--- src/rtl/adt_pkg.sv ---
`timescale 1ns / 1ps
// ----------------------------------------------------------------------------
// adt_pkg: shared types and constants
// Word formats, controller states and the command and status words that
// pass between the controller and the datapath.
// ----------------------------------------------------------------------------
package adt_pkg;

    localparam int WORD_BITS = 32;
    localparam int FRAC_BITS = 24;
    localparam int CNT_BITS  = 16;
    localparam int NORM_BITS = 2 * WORD_BITS;
    localparam int NTM_BITS  = NORM_BITS - FRAC_BITS + 1;
    localparam int S_BITS    = 52;
    localparam int NEW_BITS  = 52;
    localparam int MA_BITS   = 52;
    localparam int MB_BITS   = 48;
    localparam int CHUNK     = 16;
    localparam int PROD_BITS = MA_BITS + MB_BITS;
    localparam int QUO_BITS  = FRAC_BITS + 1;

    localparam int CFG_IDX_BITS  = 1;
    localparam int CFG_DATA_BITS = 32;
    localparam logic [CFG_IDX_BITS-1:0] CFG_LAMBDA   = 1'b0;
    localparam logic [CFG_IDX_BITS-1:0] CFG_MAX_ITER = 1'b1;

    localparam logic signed [WORD_BITS-1:0] LAMBDA_RESET   = WORD_BITS'(64'd1 << FRAC_BITS);
    localparam logic [CNT_BITS-1:0]         MAX_ITER_RESET = CNT_BITS'(500);

    localparam logic signed [S_BITS-1:0] ONE_S = S_BITS'(64'd1 << FRAC_BITS);
    localparam logic [NORM_BITS-1:0] NORM_TEN    = NORM_BITS'(10) << (2 * FRAC_BITS);
    localparam logic [NORM_BITS-1:0] NORM_TWENTY = NORM_BITS'(20) << (2 * FRAC_BITS);

    typedef enum logic [4:0] {
        ST_IDLE, ST_C_SR, ST_C_SR_W, ST_C_SI, ST_C_SI_W, ST_C_NC,
        ST_I_LIM, ST_I_SR, ST_I_SR_W, ST_I_SI, ST_I_SI_W, ST_I_TEST,
        ST_I_ZERO, ST_I_ARAI, ST_I_ARAI_W, ST_I_DIV, ST_I_DIV_W,
        ST_I_LAM, ST_I_LAM_W, ST_I_SUR, ST_I_SUR_W, ST_I_SUI, ST_I_SUI_W,
        ST_I_COMMIT, ST_DONE
    } t_state;

    typedef enum logic [2:0] {
        MS_SR, MS_SI, MS_ARAI, MS_LAM, MS_SUR, MS_SUI
    } t_mul_sel;

    typedef struct packed {
        logic     load;
        logic     latch_nc;
        logic     mul_go;
        t_mul_sel mul_sel;
        logic     div_go;
        logic     set_zero;
        logic     commit;
        logic     finish;
    } t_dp_cmd;

    typedef struct packed {
        logic mul_done;
        logic div_done;
        logic lim;
        logic esc;
        logic nzero;
        logic ovf;
    } t_dp_sts;

endpackage

--- src/rtl/adt_ctrl.sv ---
`timescale 1ns / 1ps
// ----------------------------------------------------------------------------
// adt_ctrl: iteration sequencer
// Steps the datapath through setup, each iteration and the result.
// ----------------------------------------------------------------------------
module adt_ctrl (
    input  logic              i_clk,
    input  logic              i_rst_n,
    input  logic              start,
    output logic              busy,
    input  adt_pkg::t_dp_sts  i_sts,
    output adt_pkg::t_dp_cmd  o_cmd
);
    import adt_pkg::*;

    t_state r_state;
    t_state n_state;

    always_ff @(posedge i_clk) begin
        if (!i_rst_n) begin
            r_state <= ST_IDLE;
        end else begin
            r_state <= n_state;
        end
    end

    always_comb begin
        n_state = r_state;
        case (r_state)
            ST_IDLE:     if (start) n_state = ST_C_SR;
            ST_C_SR:     n_state = ST_C_SR_W;
            ST_C_SR_W:   if (i_sts.mul_done) n_state = ST_C_SI;
            ST_C_SI:     n_state = ST_C_SI_W;
            ST_C_SI_W:   if (i_sts.mul_done) n_state = ST_C_NC;
            ST_C_NC:     n_state = ST_I_LIM;
            ST_I_LIM:    n_state = i_sts.lim ? ST_DONE : ST_I_SR;
            ST_I_SR:     n_state = ST_I_SR_W;
            ST_I_SR_W:   if (i_sts.mul_done) n_state = ST_I_SI;
            ST_I_SI:     n_state = ST_I_SI_W;
            ST_I_SI_W:   if (i_sts.mul_done) n_state = ST_I_TEST;
            ST_I_TEST: begin
                if (i_sts.esc) n_state = ST_DONE;
                else if (i_sts.nzero) n_state = ST_I_ZERO;
                else n_state = ST_I_ARAI;
            end
            ST_I_ZERO:   n_state = ST_I_COMMIT;
            ST_I_ARAI:   n_state = ST_I_ARAI_W;
            ST_I_ARAI_W: if (i_sts.mul_done) n_state = ST_I_DIV;
            ST_I_DIV:    n_state = ST_I_DIV_W;
            ST_I_DIV_W:  if (i_sts.div_done) n_state = ST_I_LAM;
            ST_I_LAM:    n_state = ST_I_LAM_W;
            ST_I_LAM_W:  if (i_sts.mul_done) n_state = ST_I_SUR;
            ST_I_SUR:    n_state = ST_I_SUR_W;
            ST_I_SUR_W:  if (i_sts.mul_done) n_state = ST_I_SUI;
            ST_I_SUI:    n_state = ST_I_SUI_W;
            ST_I_SUI_W:  if (i_sts.mul_done) n_state = ST_I_COMMIT;
            ST_I_COMMIT: n_state = i_sts.ovf ? ST_DONE : ST_I_LIM;
            ST_DONE:     n_state = ST_IDLE;
            default:     n_state = ST_IDLE;
        endcase
    end

    always_comb begin
        o_cmd         = '0;
        o_cmd.mul_sel = MS_SR;
        busy          = (r_state != ST_IDLE);
        case (r_state)
            ST_IDLE:     o_cmd.load = start;
            ST_C_SR:     o_cmd.mul_go = 1'b1;
            ST_C_SR_W:   o_cmd.mul_sel = MS_SR;
            ST_C_SI: begin
                o_cmd.mul_go  = 1'b1;
                o_cmd.mul_sel = MS_SI;
            end
            ST_C_SI_W:   o_cmd.mul_sel = MS_SI;
            ST_C_NC:     o_cmd.latch_nc = 1'b1;
            ST_I_SR:     o_cmd.mul_go = 1'b1;
            ST_I_SR_W:   o_cmd.mul_sel = MS_SR;
            ST_I_SI: begin
                o_cmd.mul_go  = 1'b1;
                o_cmd.mul_sel = MS_SI;
            end
            ST_I_SI_W:   o_cmd.mul_sel = MS_SI;
            ST_I_ZERO:   o_cmd.set_zero = 1'b1;
            ST_I_ARAI: begin
                o_cmd.mul_go  = 1'b1;
                o_cmd.mul_sel = MS_ARAI;
            end
            ST_I_ARAI_W: o_cmd.mul_sel = MS_ARAI;
            ST_I_DIV:    o_cmd.div_go = 1'b1;
            ST_I_LAM: begin
                o_cmd.mul_go  = 1'b1;
                o_cmd.mul_sel = MS_LAM;
            end
            ST_I_LAM_W:  o_cmd.mul_sel = MS_LAM;
            ST_I_SUR: begin
                o_cmd.mul_go  = 1'b1;
                o_cmd.mul_sel = MS_SUR;
            end
            ST_I_SUR_W:  o_cmd.mul_sel = MS_SUR;
            ST_I_SUI: begin
                o_cmd.mul_go  = 1'b1;
                o_cmd.mul_sel = MS_SUI;
            end
            ST_I_SUI_W:  o_cmd.mul_sel = MS_SUI;
            ST_I_COMMIT: o_cmd.commit = 1'b1;
            ST_DONE:     o_cmd.finish = 1'b1;
            default:     o_cmd = '0;
        endcase
    end

endmodule

--- config.mk ---
export PLATFORM = sky130hd
export DESIGN_NAME = adt_ctrl
export DESIGN_NICKNAME = d
export VERILOG_FILES = /design/src/rtl/adt_pkg.sv /design/src/rtl/adt_ctrl.sv
export SDC_FILE = /design/constraint.sdc
export NUM_CORES = 1
export LEC_CHECK = 0
export BUFFER_PORTS_ARGS = -buffer_cell sky130_fd_sc_hd__buf_2
export CORE_MARGIN = 1
export CORE_UTILIZATION = 45
export CTS_CLUSTER_SIZE = 16
export DETAILED_ROUTE_END_ITERATION = 6
export PLACE_DENSITY = 0.72
export SLEW_MARGIN = 20
export SYNTH_ARGS = -nofsm -noshare
export SYNTH_HDL_FRONTEND = slang
export SYNTH_SLANG_ARGS = --single-unit
--- constraint.sdc ---
create_clock -name i_clk -period 3.35 [get_ports i_clk]
set_clock_uncertainty 0.05 [all_clocks]
set_input_delay 0.1675 -clock i_clk [delete_from_list [all_inputs] [get_ports i_clk]]
set_output_delay 0.1675 -clock i_clk [all_outputs]
set_load 0.01 [all_outputs]
After elaboration in Yosys (flattened, before gate mapping)
Index checks and enable logic that the tools add are counted.

storage, ports and cells
  bits of input ports = 9
  register bits after elaboration = 5

cells by class
  eq/ne operators = 34
  multiplexer cells = 23
  reductions and logical operators = 9

operator list
  kind                                                  number
  case mux 5 bit (24 select lines)                      1
  two-way mux 5 bit                                     13
  equality test 5 bit (second input constant)           9
  equality test 5 x 4 -> 1 bit (second input constant)  8
  equality test 5 x 3 -> 1 bit (second input constant)  4
  != test 2 bit (second input constant)                 10
  case mux 3 bit (5 select lines)                       1
  equality test 5 x 2 -> 1 bit (second input constant)  2
  AND reduction 10 bit                                  1
  two-way mux 1 bit                                     8
  OR reduction 2 bit                                    4
  OR reduction 8 bit                                    1
  equality test 5 x 1 -> 1 bit (second input constant)  1
  zero test 5 bit                                       1
  nonzero test 5 bit                                    1
  OR reduction 4 bit                                    1

Longest topological paths before layout
Gate-level depths: netlist of the first run.

  word-level depth = 3
  gate-level depth with buffers = 6
  depth with buffers taken out = 4

Worst setup path before layout of the first run
Ideal clock, no wire load.

  kind = reg2out
  start point = register r_state[1]
  end point = output o_cmd[4] in the netlist's numbering
  buffers on the path = 1
  arrival = 1.114 ns
  stages on the path, launching flop included = 6
  path slack = 2.019 ns
  path through = dfxtp_1 buf_4 nand2_1 nor2_1 a21oi_1 o32ai_1

RTL lines
  element                   line            text
  start: declaration        adt_ctrl.sv:16  t_state r_state;
  start signal: assignment  adt_ctrl.sv:23  r_state <= n_state;
  end: declaration          adt_ctrl.sv:12  output adt_pkg::t_dp_cmd o_cmd

==> results.toml, run 1 <==
[finish]
layout-drive-gt1-share_pct = 25.23
largest_reg_flops = 5
final_cell_count_no_fill = 122
max_flop_register = "r_state"
design.final.nets = 117
final_util_pct = 54.96
insertedDiodeCount = 0
final_design_instance_area_without_fill_um2 = 742.0
syn2layout_area_growth_pct = 9.208
layout_top_registers = "r_state (5)"

[critical_path]
worst-endpoint-required_ps = 3130
timing_worst_setup_path_type = "flop to output port"
cp_max_fo = 19
worst_setup_path_start_kind = "flop"
worst_ep_arrival_time_ps = 1940
setup.worst_path.end_class = "output port"

[placed_design]
detailed_place.area_um2 = 715.7
port_buffers = 19
gp_congestion = 0.8202
dpl.hpwl_mm = 1.159
dp_worst_setup_slack_ps = 1471
dp.cells = 118

[clocking]
clock-root-buffer = "sky130_fd_sc_hd__clkbuf_4"
clk_path_buf_depth = 2
post_cts_buffers = 0
worstSkewPairLatency_ps = 230
cts.hold.buffers_added = 0
cts.reportedPaths.clkPinSlew_ps = 40
tritoncts = "yes"
htree_levels = 1
cts_resized = 0
numCtsBuffers = 3
clock_sink_count = 5

[grt]
grt_pass1_wl_mm = 2.477
global_route.usage.total_pct = 22.00
gr-total-overflow = 0
grt_antenna_before_repair = 0
grt_max_degree = 22
number_of_global_route_vias_before_repair = 557

[routing]
vias = 710
routed_wirelength_mm = 1.613
detail_route.iter0.violations = 10
wirelength_per_cell_um = 13.22
post_drt_via_cell_ratio = 5.820
drt_pre_antenna_iters = 4
number_of_nets_with_antenna_violations_after_routing = 0
drc = 0

[synth]
number_of_flip_flops_and_latches_in_the_synthesized_netlist = 5
synth.cell_area_um2 = 679.4
seq_area_frac_synth_pct = 14.73
synth.distinct_cells = 38
synthCells = 94
synth_area_leaders = "sky130_fd_sc_hd__dfxtp_1 15%, sky130_fd_sc_hd__buf_6 6.6%, sky130_fd_sc_hd__nor2_1 6.1%, sky130_fd_sc_hd__a21oi_1 5.9%, sky130_fd_sc_hd__nand2b_1 4.6%"
ys_warn_count = 0
synthDominantCellAreaShare_pct = 14.73
post-synth-top-area-cell = "sky130_fd_sc_hd__dfxtp_1"
syn-mean-instance-area_um2 = 7.228
synth.net_count = 103

[power_and_ir_drop]
p_seq_share_pct = 37.2
netSwitchingFraction_pct = 33.96
intPower_uw = 145.6
worst_vdd_ir_uv = 279.0
power_leakage_nw = 0.3219
combPwrFrac_pct = 32.8
clkPwrFrac_pct = 30.0
cellPowerDensity_nw_per_um2 = 297.1
total_design_power_uw = 220.5
p_sw_uw = 74.86

[sta]
maxClockFrequency_ghz = 0.4625
finalHoldWorstSlack_ps = 150.3
setup-violations-final = 0
period_minus_slack_ps = 2162
relSlewSlack_pct = 49.06
final-max-slew-violation-count = 0
final.setup.worst_slack_ps = 1188
post-route-period-util_pct = 64.54
rsz0062_at_grt = "no"
timing_worst_slew_pin_value_ps = 763.0
report.final.hold_viol_count = 0
tns_ps = 0

[hold_path]
min_path_type = "primary input to flop"

[die]
starting_utilization_of_the_core_area_pct = 50.32
chipHeight_um = 40.86
die_area_um2 = 1669
placement_rows = 13
die_width_um = 40.86
core_region_area_um2 = 1350
io-pin-count = 20

[job]
drv.max_cap_violation_count = 0

[outcome]
run_status = "finished clean"
## metal layers
layer / routed length [um] / share of wire (%) / GRT usage [%]
met1: 798 / 49 / 28.34
met2: 761 / 47 / 39.06
met3: 53 / 3.3 / 4.891
met4: 0 / 0 / 0
met5: 0 / 0 / 0
## layout by cell type, fill, tap and decap left out, types with 2 or more instances in the layout
cell	count
sky130_fd_sc_hd__a31oi_1	3
sky130_fd_sc_hd__dfxtp_1	5
sky130_fd_sc_hd__inv_1	4
sky130_fd_sc_hd__xnor2_1	3
sky130_fd_sc_hd__o21ai_1	3
sky130_fd_sc_hd__nand2b_1	5
sky130_fd_sc_hd__o21a_1	3
sky130_fd_sc_hd__o32ai_1	2
sky130_fd_sc_hd__nor2b_1	2
sky130_fd_sc_hd__a211oi_1	2
sky130_fd_sc_hd__nor2_1	11
sky130_fd_sc_hd__nand3_1	2
sky130_fd_sc_hd__nand2_1	5
sky130_fd_sc_hd__a21oi_1	8
sky130_fd_sc_hd__clkbuf_4	3
sky130_fd_sc_hd__nor3_1	2
sky130_fd_sc_hd__and3_1	3
sky130_fd_sc_hd__buf_2	19
sky130_fd_sc_hd__o21ai_0	3
## synthesized netlist by cell type
master and count:
sky130_fd_sc_hd__nor2_1 11, sky130_fd_sc_hd__a21oi_1 8, sky130_fd_sc_hd__buf_2 5, sky130_fd_sc_hd__dfxtp_1 5, sky130_fd_sc_hd__nand2_1 5, sky130_fd_sc_hd__nand2b_1 5, sky130_fd_sc_hd__buf_6 4, sky130_fd_sc_hd__inv_1 4
sky130_fd_sc_hd__a31oi_1 3, sky130_fd_sc_hd__and3_1 3, sky130_fd_sc_hd__o21a_1 3, sky130_fd_sc_hd__o21ai_0 3, sky130_fd_sc_hd__o21ai_1 3, sky130_fd_sc_hd__xnor2_1 3, sky130_fd_sc_hd__a211oi_1 2, sky130_fd_sc_hd__nand3_1 2
sky130_fd_sc_hd__nor2b_1 2, sky130_fd_sc_hd__nor3_1 2, sky130_fd_sc_hd__o32ai_1 2, sky130_fd_sc_hd__a211o_1 1, sky130_fd_sc_hd__a22oi_1 1, sky130_fd_sc_hd__a2bb2oi_1 1, sky130_fd_sc_hd__and2_1 1, sky130_fd_sc_hd__and3b_1 1
sky130_fd_sc_hd__and4_1 1, sky130_fd_sc_hd__buf_4 1, sky130_fd_sc_hd__mux2_4 1, sky130_fd_sc_hd__nand2b_4 1, sky130_fd_sc_hd__nand3b_1 1, sky130_fd_sc_hd__nand4bb_1 1, sky130_fd_sc_hd__nor4_1 1, sky130_fd_sc_hd__o211ai_2 1
sky130_fd_sc_hd__o21bai_1 1, sky130_fd_sc_hd__o311a_1 1, sky130_fd_sc_hd__o31a_1 1, sky130_fd_sc_hd__o31ai_2 1, sky130_fd_sc_hd__or3_4 1, sky130_fd_sc_hd__xor2_1 1
## cells by family (layout without fill, tap and decap cells)
kind of cell	Yosys count	in the layout	share of synthesized area [%]
buffers and inverters	14	27	13.63
flip-flops	5	5	14.73
multiplexers	1	1	2.209
AND/OR/NAND/NOR	38	38	31.86
XOR/XNOR	4	4	5.157
AO/OA/AOI/OAI	32	32	32.41
## worst max-delay path: stages, from the launching register on
cell and delay [ps]:
sky130_fd_sc_hd__dfxtp_1 720, sky130_fd_sc_hd__nand2_1 300, sky130_fd_sc_hd__nor2_1 210, sky130_fd_sc_hd__a21oi_1 60, sky130_fd_sc_hd__o32ai_1 240, sky130_fd_sc_hd__buf_2 170
## cell type report
cell class                 count  area, um2
sequential                     5      100.1
inverter                       4      15.01
timing repair buffer          19      95.09
fill                         143      608.1
multi-input combinational     75      486.7
tap                           15      18.77
clock buffer                   4      26.28
## worst paths after layout
check / startpoint / to / slack (ps) / cells after the start
max: r_state[1] / o_cmd[4] / 1190 / 5
max reg2reg: r_state[3] / r_state[2] / 1560 / 4
min reg2reg: r_state[2] / r_state[2] / 700 / 2
min: i_rst_n / r_state[1] / 150 / 3
## power groups by stage
stage | logic, mW | clock network, mW | registers, mW
after global placement | 0.0724 | 0 | 0.0818
after CTS | 0.0721 | 0.0696 | 0.0815
after global routing | 0.0798 | 0.0747 | 0.0835
after detailed placement | 0.0717 | 0 | 0.0826
after floorplan | 0.0740 | 0 | 0.0656
final | 0.0723 | 0.0661 | 0.0820
(Power assumes the default switching activity.)
==> inputs of run 2 (changes only) <==
==> constraint.sdc (replaced) <==
create_clock -name i_clk -period 2.1 [get_ports i_clk]
set_clock_uncertainty 0.05 [all_clocks]
set_input_delay 0.105 -clock i_clk [delete_from_list [all_inputs] [get_ports i_clk]]
set_output_delay 0.105 -clock i_clk [all_outputs]
set_load 0.01 [all_outputs]
==> run 2 against run 1 <==
- sequential share of layout area down 0.26 points
- combinational power up 66%
- largest power group unchanged
- highest routed layer unchanged
- worst setup slack worse by 950 ps
- critical endpoint unchanged
- via count up 0.85%
==> results.toml, run 2 (synthesized netlist as in run 1, its figures left out) <==
[grt]
met1_usage_pct = 28.66
grt_antenna_before_repair = 0
globalRouteMet3Util_pct = 4.891
gr-usage-met2_pct = 39.06
gr-max-usage-layer = "met2"
gr-total-overflow = 0
number_of_global_route_vias_before_repair = 590
global_route.usage.total_pct = 22.11
grt_max_degree = 22
grt_pass1_wl_mm = 2.518

[finish]
largest_reg_flops = 5
layout-drive-gt1-share_pct = 28.18
layout_top_registers = "r_state (5)"
top_library_cells_by_usage_in_the_layout_fill_and_taps_aside = "19 x sky130_fd_sc_hd__buf_2, 11 x sky130_fd_sc_hd__nor2_1, 8 x sky130_fd_sc_hd__a21oi_1"
syn2layout_area_growth_pct = 12.71
max_flop_register = "r_state"
design.final.nets = 120
final_util_pct = 56.72
final_design_instance_area_without_fill_um2 = 765.7
insertedDiodeCount = 0
mostFrequentLayoutCell = "sky130_fd_sc_hd__buf_2"

[clocking]
cts_resized = 0
clock-root-buffer = "sky130_fd_sc_hd__clkbuf_4"
post_cts_buffers = 0
tritoncts = "yes"
cts.reportedPaths.clkPinSlew_ps = 40
worstSkewPairLatency_ps = 240
numCtsBuffers = 3
clk_path_buf_depth = 2
clock_sink_count = 5
cts.hold.buffers_added = 0
htree_levels = 1

[die]
die_area_um2 = 1669
die_width_um = 40.86
io-pin-count = 20
starting_utilization_of_the_core_area_pct = 50.32
core_region_area_um2 = 1350
chipHeight_um = 40.86
placement_rows = 13

[routing]
drc = 0
vias = 716
detail_route.iter0.violations = 19
wirelength_per_cell_um = 13.26
post_drt_via_cell_ratio = 5.728
routed_wirelength_mm = 1.657
drt_pre_antenna_iters = 4
number_of_nets_with_antenna_violations_after_routing = 0

[power_and_ir_drop]
cellPowerDensity_nw_per_um2 = 470.0
worst_vdd_ir_uv = 294.1
power_leakage_nw = 0.3374

[placed_design]
port_buffers = 19
dp_worst_setup_slack_ps = 397.4
gp_congestion = 0.8290
detailed_place.area_um2 = 738.2
dpl.hpwl_mm = 1.189

[sta]
relSlewSlack_pct = 54.96
post-route-period-util_pct = 88.57
final.setup.worst_slack_ps = 240.0
report.final.hold_viol_count = 0
maxClockFrequency_ghz = 0.5376
setup-violations-final = 0
final-max-slew-violation-count = 0
period_minus_slack_ps = 1860
timing_worst_slew_pin_value_ps = 674.6
tns_ps = 0
rsz0062_at_grt = "no"

[critical_path]
timing_worst_setup_path_type = "flop to output port"
worst-endpoint-required_ps = 1950
worst_ep_arrival_time_ps = 1710
worst_setup_path_start_kind = "flop"
cp_max_fo = 19
setup.worst_path.end_class = "output port"

[outcome]
run_status = "finished clean"

[job]
drv.max_cap_violation_count = 0

[hold_path]
min_path_type = "primary input to flop"
-- run 2: changes by cell type in the layout (fill, tap and decap cells not counted) --
cell                      before  now
sky130_fd_sc_hd__dfxtp_1       5    4
sky130_fd_sc_hd__dfxtp_2       0    1
sky130_fd_sc_hd__buf_4         0    3
-- run 2: critical path, cell delays in order, from the launching register on --
cell	delay, ps
sky130_fd_sc_hd__dfxtp_1	710
sky130_fd_sc_hd__nand2_1	140
sky130_fd_sc_hd__nor2_1	160
sky130_fd_sc_hd__a21oi_1	60
sky130_fd_sc_hd__o32ai_1	230
sky130_fd_sc_hd__buf_2	170
-- run 2: per-layer routing --
layer | wire length (um) | up-vias
met5 | 0 | -
met4 | 0 | 0
met2 | 782 | 11
li1 | - | 375
met3 | 31 | 0
met1 | 842 | 330
-- run 2: cell type report --
type / count / area, um2
fill: 122 / 584.3
multi-input combinational: 75 / 486.7
timing repair buffer: 22 / 117.6
sequential: 5 / 101.3
clock buffer: 4 / 26.28
tap: 15 / 18.77
inverter: 4 / 15.01
-- run 2: path summary, 6_finish.rpt --
path / startpoint / to / slack (ps) / cells past startpoint
worst min-delay path: i_rst_n / r_state[1] / 90 / 3
worst min register to register: r_state[1] / r_state[0] / 630 / 2
worst max register to register: r_state[4] / r_state[4] / 380 / 4
worst max-delay path: r_state[0] / o_cmd[4] / 240 / 5
-- run 2: power by group --
group,total (mW),switching (mW),internal [mW]
Sequential,0.131,0.0292,0.102
Combinational,0.120,0.0587,0.0613
Clock,0.109,0.0372,0.0717
-- run 2: stage by stage --
stage / hold WS (ps) / power, mW / instances
final: 87.90 / 0.3599 / 125
after global routing: 78.44 / 0.3846 / 125
after floorplan: 171.2 / 0.2227 / 94
after detailed placement: 335.9 / 0.2506 / 121
after global placement: 327.9 / 0.2487 / 121
after CTS: 83.77 / 0.3620 / 125
